<file path="src/sv/b64_pkg.sv">
// ----------------------------------------------------------------------------
// b64_pkg
// Types, codes and the character classifier shared by the decoder modules.
// ----------------------------------------------------------------------------
package b64_pkg;

    localparam int unsigned ACC_W   = 24;
    localparam int unsigned SEXT_W  = 6;
    localparam int unsigned BYTE_W  = 8;
    localparam int unsigned PAD_W   = 3;
    localparam int unsigned CNT_W   = 2;

    localparam logic [PAD_W-1:0] PAD_MAX     = 3'd4;
    localparam logic [PAD_W-1:0] PAD_NO_DATA = 3'd3;
    localparam logic [CNT_W-1:0] LAST_CHAR   = 2'd3;

    typedef enum logic [1:0] {
        KIND_DATA,
        KIND_PAD,
        KIND_SPACE,
        KIND_BAD
    } char_kind_t;

    typedef struct packed {
        char_kind_t        kind;
        logic [SEXT_W-1:0] value;
    } char_class_t;

    // one queue entry: a finished group or an error beat
    typedef struct packed {
        logic [ACC_W-1:0] acc;
        logic [1:0]       nbytes;
        logic             err;
    } group_rec_t;

    function automatic char_class_t classify(input logic [BYTE_W-1:0] c);
        char_class_t      res;
        logic [BYTE_W-1:0] diff;
        res.kind  = KIND_BAD;
        res.value = '0;
        diff      = '0;
        if (c inside {[8'h41:8'h5A]}) begin
            diff      = c - 8'h41;
            res.kind  = KIND_DATA;
            res.value = diff[SEXT_W-1:0];
        end else if (c inside {[8'h61:8'h7A]}) begin
            diff      = c - 8'h61 + 8'd26;
            res.kind  = KIND_DATA;
            res.value = diff[SEXT_W-1:0];
        end else if (c inside {[8'h30:8'h39]}) begin
            diff      = c - 8'h30 + 8'd52;
            res.kind  = KIND_DATA;
            res.value = diff[SEXT_W-1:0];
        end else if (c == 8'h2B) begin
            res.kind  = KIND_DATA;
            res.value = 6'd62;
        end else if (c == 8'h2F) begin
            res.kind  = KIND_DATA;
            res.value = 6'd63;
        end else if (c == 8'h3D) begin
            res.kind  = KIND_PAD;
        end else if (c inside {8'h20, 8'h09, 8'h0D, 8'h0A}) begin
            res.kind  = KIND_SPACE;
        end
        return res;
    endfunction

endpackage

</file>
<file path="src/sv/b64_front.sv">
// ----------------------------------------------------------------------------
// b64_front
// Accepts characters, classifies them and builds 24-bit groups; pushes
// finished groups and error beats into the queue.
// ----------------------------------------------------------------------------
module b64_front (
    input  logic                          aclk,
    input  logic                          aresetn,
    input  logic                          s_valid,
    output logic                          s_ready,
    input  logic [b64_pkg::BYTE_W-1:0]    s_text_char,
    input  logic                          q_full,
    output logic                          q_push,
    output b64_pkg::group_rec_t           q_rec
);

    logic [b64_pkg::ACC_W-1:0] acc_reg,   acc_next;
    logic [b64_pkg::CNT_W-1:0] chars_reg, chars_next;
    logic [b64_pkg::PAD_W-1:0] pad_reg,   pad_next;

    b64_pkg::char_class_t      cls;
    logic                      accept;
    logic                      counted;
    logic [b64_pkg::ACC_W-1:0] acc_shift;
    logic [b64_pkg::PAD_W-1:0] pad_inc;
    logic [1:0]                nbytes;
    logic                      done;

    assign s_ready = !q_full;
    assign accept  = s_valid && s_ready;
    assign cls     = b64_pkg::classify(s_text_char);
    assign counted = (cls.kind == b64_pkg::KIND_DATA) || (cls.kind == b64_pkg::KIND_PAD);
    assign done    = (chars_reg == b64_pkg::LAST_CHAR);

    always_comb begin
        acc_shift = {acc_reg[b64_pkg::ACC_W-b64_pkg::SEXT_W-1:0],
                     (cls.kind == b64_pkg::KIND_PAD) ? 6'd0 : cls.value};
        pad_inc   = pad_reg;
        if (cls.kind == b64_pkg::KIND_PAD && pad_reg != b64_pkg::PAD_MAX) begin
            pad_inc = pad_reg + 3'd1;
        end
        // three or more pads leave nothing to emit
        if (pad_inc >= b64_pkg::PAD_NO_DATA) begin
            nbytes = 2'd0;
        end else begin
            nbytes = 2'd3 - pad_inc[1:0];
        end
    end

    always_comb begin
        acc_next   = acc_reg;
        chars_next = chars_reg;
        pad_next   = pad_reg;
        if (accept && counted) begin
            if (done) begin
                acc_next   = '0;
                chars_next = '0;
                pad_next   = '0;
            end else begin
                acc_next   = acc_shift;
                chars_next = chars_reg + 2'd1;
                pad_next   = pad_inc;
            end
        end
    end

    always_comb begin
        q_push = 1'b0;
        q_rec  = '{acc: acc_shift, nbytes: nbytes, err: 1'b0};
        if (accept) begin
            if (cls.kind == b64_pkg::KIND_BAD) begin
                q_push = 1'b1;
                q_rec  = '{acc: '0, nbytes: 2'd1, err: 1'b1};
            end else if (counted && done && nbytes != 2'd0) begin
                q_push = 1'b1;
            end
        end
    end

    always_ff @(posedge aclk) begin
        if (!aresetn) begin
            acc_reg   <= '0;
            chars_reg <= '0;
            pad_reg   <= '0;
        end else begin
            acc_reg   <= acc_next;
            chars_reg <= chars_next;
            pad_reg   <= pad_next;
        end
    end

    // pads in a group can never exceed the group size
    a_pad_bound: assert property (@(posedge aclk) disable iff (!aresetn)
        pad_reg <= b64_pkg::PAD_MAX)
        else $error("pad count out of range");

    // a pad-only group must not reach the queue
    a_no_empty_group: assert property (@(posedge aclk) disable iff (!aresetn)
        q_push && !q_rec.err |-> q_rec.nbytes != 2'd0)
        else $error("empty group pushed");

endmodule

</file>
<file path="src/sv/b64_fifo.sv">
// ----------------------------------------------------------------------------
// b64_fifo
// Short queue of group records between the front and back parts.
// ----------------------------------------------------------------------------
module b64_fifo #(
    parameter int unsigned DEPTH = 4
) (
    input  logic                 aclk,
    input  logic                 aresetn,
    input  logic                 push,
    input  b64_pkg::group_rec_t  wr_rec,
    output logic                 full,
    input  logic                 pop,
    output logic                 rd_valid,
    output b64_pkg::group_rec_t  rd_rec
);

    localparam int unsigned PTR_W = (DEPTH > 1) ? $clog2(DEPTH) : 1;
    localparam int unsigned CNT_W = $clog2(DEPTH + 1);

    b64_pkg::group_rec_t mem_reg [DEPTH];
    logic [PTR_W-1:0]    wr_ptr_reg, wr_ptr_next;
    logic [PTR_W-1:0]    rd_ptr_reg, rd_ptr_next;
    logic [CNT_W-1:0]    count_reg,  count_next;
    logic                do_push;
    logic                do_pop;

    assign full     = (count_reg == CNT_W'(DEPTH));
    assign rd_valid = (count_reg != '0);
    assign rd_rec   = mem_reg[rd_ptr_reg];
    assign do_push  = push && !full;
    assign do_pop   = pop && rd_valid;

    always_comb begin
        wr_ptr_next = wr_ptr_reg;
        rd_ptr_next = rd_ptr_reg;
        count_next  = count_reg;
        if (do_push) begin
            wr_ptr_next = (wr_ptr_reg == PTR_W'(DEPTH - 1)) ? '0 : wr_ptr_reg + 1'b1;
        end
        if (do_pop) begin
            rd_ptr_next = (rd_ptr_reg == PTR_W'(DEPTH - 1)) ? '0 : rd_ptr_reg + 1'b1;
        end
        if (do_push && !do_pop) begin
            count_next = count_reg + 1'b1;
        end else if (do_pop && !do_push) begin
            count_next = count_reg - 1'b1;
        end
    end

    always_ff @(posedge aclk) begin
        if (do_push) begin
            mem_reg[wr_ptr_reg] <= wr_rec;
        end
    end

    always_ff @(posedge aclk) begin
        if (!aresetn) begin
            wr_ptr_reg <= '0;
            rd_ptr_reg <= '0;
            count_reg  <= '0;
        end else begin
            wr_ptr_reg <= wr_ptr_next;
            rd_ptr_reg <= rd_ptr_next;
            count_reg  <= count_next;
        end
    end

    // the front stalls on full, so a push never gets dropped
    a_no_overflow: assert property (@(posedge aclk) disable iff (!aresetn)
        push |-> !full)
        else $error("push into full queue");

    a_count_bound: assert property (@(posedge aclk) disable iff (!aresetn)
        count_reg <= CNT_W'(DEPTH))
        else $error("queue count out of range");

endmodule

</file>
<file path="src/sv/b64_back.sv">
// ----------------------------------------------------------------------------
// b64_back
// Takes group records from the queue and emits their bytes one beat at a
// time, most significant first, from an output register.
// ----------------------------------------------------------------------------
module b64_back (
    input  logic                        aclk,
    input  logic                        aresetn,
    input  logic                        q_valid,
    input  b64_pkg::group_rec_t         q_rec,
    output logic                        q_pop,
    output logic                        m_valid,
    input  logic                        m_ready,
    output logic [b64_pkg::BYTE_W-1:0]  m_data_byte,
    output logic                        m_last_of_group,
    output logic                        m_format_error
);

    logic [b64_pkg::ACC_W-1:0] acc_reg,   acc_next;
    logic [1:0]                left_reg,  left_next;
    logic                      err_reg,   err_next;
    logic                      valid_reg, valid_next;
    logic                      beat_done;
    logic                      free;

    assign beat_done = valid_reg && m_ready;
    // output register frees when empty or when its final byte leaves
    assign free      = !valid_reg || (beat_done && left_reg == 2'd1);
    assign q_pop     = free && q_valid;

    always_comb begin
        acc_next   = acc_reg;
        left_next  = left_reg;
        err_next   = err_reg;
        valid_next = valid_reg;
        if (free) begin
            valid_next = q_valid;
            acc_next   = q_rec.acc;
            left_next  = q_rec.nbytes;
            err_next   = q_rec.err;
        end else if (beat_done) begin
            acc_next  = {acc_reg[b64_pkg::ACC_W-b64_pkg::BYTE_W-1:0], 8'd0};
            left_next = left_reg - 2'd1;
        end
    end

    assign m_valid         = valid_reg;
    assign m_data_byte     = acc_reg[b64_pkg::ACC_W-1 -: b64_pkg::BYTE_W];
    assign m_last_of_group = (left_reg == 2'd1);
    assign m_format_error  = err_reg;

    always_ff @(posedge aclk) begin
        acc_reg <= acc_next;
    end

    always_ff @(posedge aclk) begin
        if (!aresetn) begin
            valid_reg <= 1'b0;
            left_reg  <= '0;
            err_reg   <= 1'b0;
        end else begin
            valid_reg <= valid_next;
            left_reg  <= left_next;
            err_reg   <= err_next;
        end
    end

    // an error beat is always a single zero byte marked last
    a_err_beat: assert property (@(posedge aclk) disable iff (!aresetn)
        m_valid && m_format_error |-> m_last_of_group && m_data_byte == '0)
        else $error("malformed error beat");

    a_left_nonzero: assert property (@(posedge aclk) disable iff (!aresetn)
        m_valid |-> left_reg != 2'd0)
        else $error("valid beat with no bytes left");

endmodule

</file>
<file path="src/sv/base64_decoder.sv">
// ----------------------------------------------------------------------------
// base64_decoder
// Streaming Base64 text decoder: one character in, decoded bytes out.
// ----------------------------------------------------------------------------
// Input channel s_*: one text character per beat (s_text_char). Whitespace is
// dropped silently, '=' counts as a pad, any other non-alphabet byte gives one
// error beat (data 0, last and format_error set) and leaves the group as is.
// Output channel m_*: every fourth counted character yields 3, 2, 1 or 0
// bytes depending on the pad count, most significant first; m_last_of_group
// marks the final byte of the group.
// The edge that accepts the fourth character writes the group to the queue;
// the output register loads it from there once it is free, and the first
// byte is then valid on m_*.
// Throughput: one character per cycle in while the queue has room, and one
// byte per cycle out while m_ready is high; the front part takes a character
// every cycle as long as the group queue (QUEUE_DEPTH records) has room,
// while the back part drains a record one byte at a time, loading the next record as the last byte leaves.
// Reset (aresetn low, synchronous) empties the queue and clears the group.
// When the receiver stalls, the back part holds its beat, the queue fills,
// and s_ready drops once the queue is full.
// ----------------------------------------------------------------------------
module base64_decoder #(
    parameter int unsigned QUEUE_DEPTH = 4
) (
    input  logic                        aclk,
    input  logic                        aresetn,
    input  logic                        s_valid,
    output logic                        s_ready,
    input  logic [b64_pkg::BYTE_W-1:0]  s_text_char,
    output logic                        m_valid,
    input  logic                        m_ready,
    output logic [b64_pkg::BYTE_W-1:0]  m_data_byte,
    output logic                        m_last_of_group,
    output logic                        m_format_error
);

    logic                 q_full;
    logic                 q_push;
    logic                 q_pop;
    logic                 q_valid;
    b64_pkg::group_rec_t  wr_rec;
    b64_pkg::group_rec_t  rd_rec;

    b64_front u_front (
        .aclk        (aclk),
        .aresetn     (aresetn),
        .s_valid     (s_valid),
        .s_ready     (s_ready),
        .s_text_char (s_text_char),
        .q_full      (q_full),
        .q_push      (q_push),
        .q_rec       (wr_rec)
    );

    b64_fifo #(
        .DEPTH (QUEUE_DEPTH)
    ) u_fifo (
        .aclk     (aclk),
        .aresetn  (aresetn),
        .push     (q_push),
        .wr_rec   (wr_rec),
        .full     (q_full),
        .pop      (q_pop),
        .rd_valid (q_valid),
        .rd_rec   (rd_rec)
    );

    b64_back u_back (
        .aclk            (aclk),
        .aresetn         (aresetn),
        .q_valid         (q_valid),
        .q_rec           (rd_rec),
        .q_pop           (q_pop),
        .m_valid         (m_valid),
        .m_ready         (m_ready),
        .m_data_byte     (m_data_byte),
        .m_last_of_group (m_last_of_group),
        .m_format_error  (m_format_error)
    );

endmodule
</file>
<file path="config.mk">
export PLATFORM = sky130hd
export DESIGN_NAME = base64_decoder
export DESIGN_NICKNAME = d
export VERILOG_FILES = /design/src/sv/b64_pkg.sv /design/src/sv/b64_front.sv /design/src/sv/b64_fifo.sv /design/src/sv/b64_back.sv /design/src/sv/base64_decoder.sv
export SDC_FILE = /design/constraint.sdc
export NUM_CORES = 1
export LEC_CHECK = 0
export ABC_AREA = 1
export ABC_CLOCK_PERIOD_IN_PS = 9300
export BUFFER_PORTS_ARGS = -buffer_cell sky130_fd_sc_hd__buf_2
export CAP_MARGIN = 20
export CORE_MARGIN = 1
export CORE_UTILIZATION = 30
export CTS_CLUSTER_DIAMETER = 200
export DETAILED_ROUTE_END_ITERATION = 6
export PLACE_DENSITY = 0.53
export SYNTH_ARGS = -nofsm -noshare
export SYNTH_HDL_FRONTEND = slang
export SYNTH_SLANG_ARGS = --single-unit
export TNS_END_PERCENT = 1
</file>
<file path="constraint.sdc">
create_clock -name aclk -period 9.3 [get_ports aclk]
set_input_delay 2.325 -clock aclk [delete_from_list [all_inputs] [get_ports aclk]]
set_output_delay 2.325 -clock aclk [all_outputs]
set_load 0.03 [all_outputs]
</file>
==> impl_metrics.py <==
metrics = {
    "floorplan": {
        "coreArea_mm2": 0.0244,
        "io_pins": 24,
        "initial_utilization": 0.307,
        "die_area_mm2": 0.0256,
        "fp-row-count": 57,
        "die_h_um": 160,
        "die_x_um": 160,
    },
    "place": {
        "portBuffers": 23,
        "dp_hpwl_um": 10000,
        "place_area_mm2": 0.00789,
        "dp.cells": 1051,
        "gp_congestion": 0.795,
    },
    "yosys": {
        "syn_nets": 768,
        "synth-edff-count": 132,
        "syn-instance-count": 734,
        "yosys.area.top_type": "edfxtp_1",
        "yosys_warnings": 0,
        "yosys-top-cells-count": "139 x nand2_1, 132 x edfxtp_1, 104 x nor2_1",
        "synth-seq-cells": 168,
        "synthTopCellsByArea": "edfxtp_1 53%, dfxtp_1 9.6%, nand2_1 7.0%",
        "synth_flop_cell": "edfxtp_1",
        "synth_top_area_share": 0.529,
        "ys_types": 37,
        "synthArstFlopShare": 0,
        "yosysMostFrequentCell": "nand2_1",
        "post_synth.cell_area_avg_um2": 10.2,
        "synth_area_mm2": 0.00749,
        "seq_area_frac_synth": 0.625,
    },
    "detailed_routing": {
        "ant_nets": 0,
        "wl_per_cell_um": 15.0,
        "vias": 4969,
        "drt_iter0_drc": 330,
        "drc_errors": 0,
        "viasPerCell": 4.59,
        "drt_first_pass_iters": 5,
        "drt_wl_total_um": 16200,
    },
    "timing": {
        "max_freq_ghz": 0.190,
        "slew_violations": 0,
        "setup_viol": 0,
        "hold_slack_ns": 0.463,
        "hold_violations": 0,
        "period_needed_ns": 5.26,
        "post-route-period-util": 0.566,
        "rsz0062_at_grt": "false",
        "slew_headroom": 0.344,
        "tns_ns": 0,
        "clock-skew-final_ns": 0.0135,
        "worst_pin_slew_ns": 0.983,
    },
    "clock_network": {
        "postCtsHoldBufs": 0,
        "cts_setup_buffers": 0,
        "clk_pin_slew_ns": 0.06,
        "htree_levels": 4,
        "cts_sinks": 168,
        "cts_buffer_depth": 2,
        "post_cts_resize_count": 0,
        "clock_latency_ns": 0.43,
        "cts-buffers-inserted": 17,
        "cts_root_buffer": "clkbuf_16",
        "cts_tree": "built",
    },
    "power": {
        "seq_power_share": 0.441,
        "switchingPower_mw": 0.725,
        "p_per_area_mw_per_mm2": 265,
        "sw_frac_of_total": 0.323,
        "ir_drop_mv": 0.137,
        "leakagePower_nw": 3.31,
        "pwr-share-clk": 0.304,
        "p_int_mw": 1.52,
        "power_frac_comb": 0.255,
    },
    "outcome": {
        "status": "finished, final reports clean",
    },
    "global_routing": {
        "grt.total_usage": 0.133,
        "grt_max_degree": 56,
        "grt_pass1_wl_um": 25900,
        "grt_overflow": 0,
        "antenna_found_initial": 0,
        "grt_pass1_vias": 4772,
    },
    "cells_and_area": {
        "fin_nets": 780,
        "final_cells": 1083,
        "postLayoutCellArea_mm2": 0.00848,
        "syn2layout_area_growth_pct": 13.2,
        "largest_register_ffs": 108,
        "drive_gt1_frac": 0.130,
        "diodes": 0,
    },
    "setup_path": {
        "cp-start-kind": "input port",
        "arrival_ns": 5.36,
        "path_max_fanout": 23,
        "critical_path_required_ns": 9.40,
        "end_kind": "flop",
        "crit_type": "in -> reg",
    },
    "hold_path": {
        "min_path_type": "reg -> reg",
    },
    "flow_run": {
        "cap_violations": 0,
    },
}
## layer usage
metal / GRT usage / vias to the layer above / part of all wire
met2: 0.224 / 87 / 0.49
met3: 0.0301 / 14 / 0.033
met5: 0 / - / 0
met1: 0.168 / 2371 / 0.47
li1: - / 2497 / -
met4: 0.0455 / 0 / 0.012
## worst max-delay path, cell delays in order
cell and delay [ns]:
buf_2 0.14, inv_1 0.14, ha_1 0.25, inv_1 0.06
nand2_1 0.05, nand2_1 0.09, nor2_1 0.15, nor2_1 0.07
nand2_2 0.13, nand2_4 0.08, nor2_4 0.12, o21ai_2 0.10
inv_2 0.06, nand3_2 0.39, nand2_4 0.23, inv_2 0.10
nor2_2 0.47, buf_4 0.38
## layout by cell type (no fill, tap or decap), types with 19 or more instances in the layout
cell type,synthesis,final
ha_1,21,21
clkbuf_16,0,19
o21ai_0,73,73
a21oi_1,37,36
edfxtp_1,132,132
inv_1,62,62
dfxtp_1,36,35
nand2_1,139,139
o22ai_1,19,19
nor2_1,104,100
buf_2,2,23
## cell families (layout without fill, tap and decap cells)
family / count (synthesis) / in the layout / synth area share
and+or+nand+nor: 281 / 281 / 0.157
DFF: 168 / 168 / 0.625
AOI/OAI and AO/OA: 146 / 146 / 0.107
buffers and inverters: 109 / 134 / 0.0625
adders and majority gates: 22 / 22 / 0.0377
xor gates and xnor gates: 7 / 7 / 0.00818
muxes: 1 / 1 / 0.00150
## cell type report
| class | count | area, um2 |
|---|---|---|
| fillers | 2509 | 15900 |
| flip-flops and latches | 168 | 4690 |
| multi-input cells | 457 | 2350 |
| clock buffers | 24 | 534 |
| well taps | 324 | 405 |
| inverters | 70 | 263 |
| repair buffers | 32 | 183 |
| clock inverters | 8 | 53.8 |
## power groups by stage
stage | logic (mW) | clock network [mW] | registers (mW)
floorplan | 0.423 | 0 | 1.01
global placement | 0.577 | 0 | 1.01
detailed placement | 0.582 | 0 | 1.01
CTS | 0.584 | 0.696 | 0.990
global route | 0.647 | 0.726 | 1.00
finish | 0.573 | 0.682 | 0.989
## through the flow
| stage | util | setup WS (ns) | power [mW] |
|---|---|---|---|
| 2_1_floorplan | - | 3.85 | 1.43 |
| 3_3_place_gp | 0.323 | 3.61 | 1.58 |
| 3_5_place_dp | 0.323 | 3.57 | 1.59 |
| 4_1_cts | 0.348 | 4.02 | 2.27 |
| 5_1_grt | 0.348 | 3.70 | 2.37 |
| 6_report | 0.348 | 4.04 | 2.24 |
## final timing paths
kind	from	to	slack (ns)	cells after the start
setup reg to reg	flop	u_back.acc_reg[10]$_DFFE_PP_	6.46	7
setup / recovery	s_text_char[0]	u_fifo.mem_reg[0][18]$_DFFE_PP_	4.04	18
hold / removal	u_front.acc_reg[14]$_SDFFE_PN0P_	u_front.acc_reg[14]$_SDFFE_PN0P_	0.46	2
hold reg to reg	u_front.acc_reg[14]$_SDFFE_PN0P_	u_front.acc_reg[14]$_SDFFE_PN0P_	0.46	2
Power figures use the tool's default switching activity.
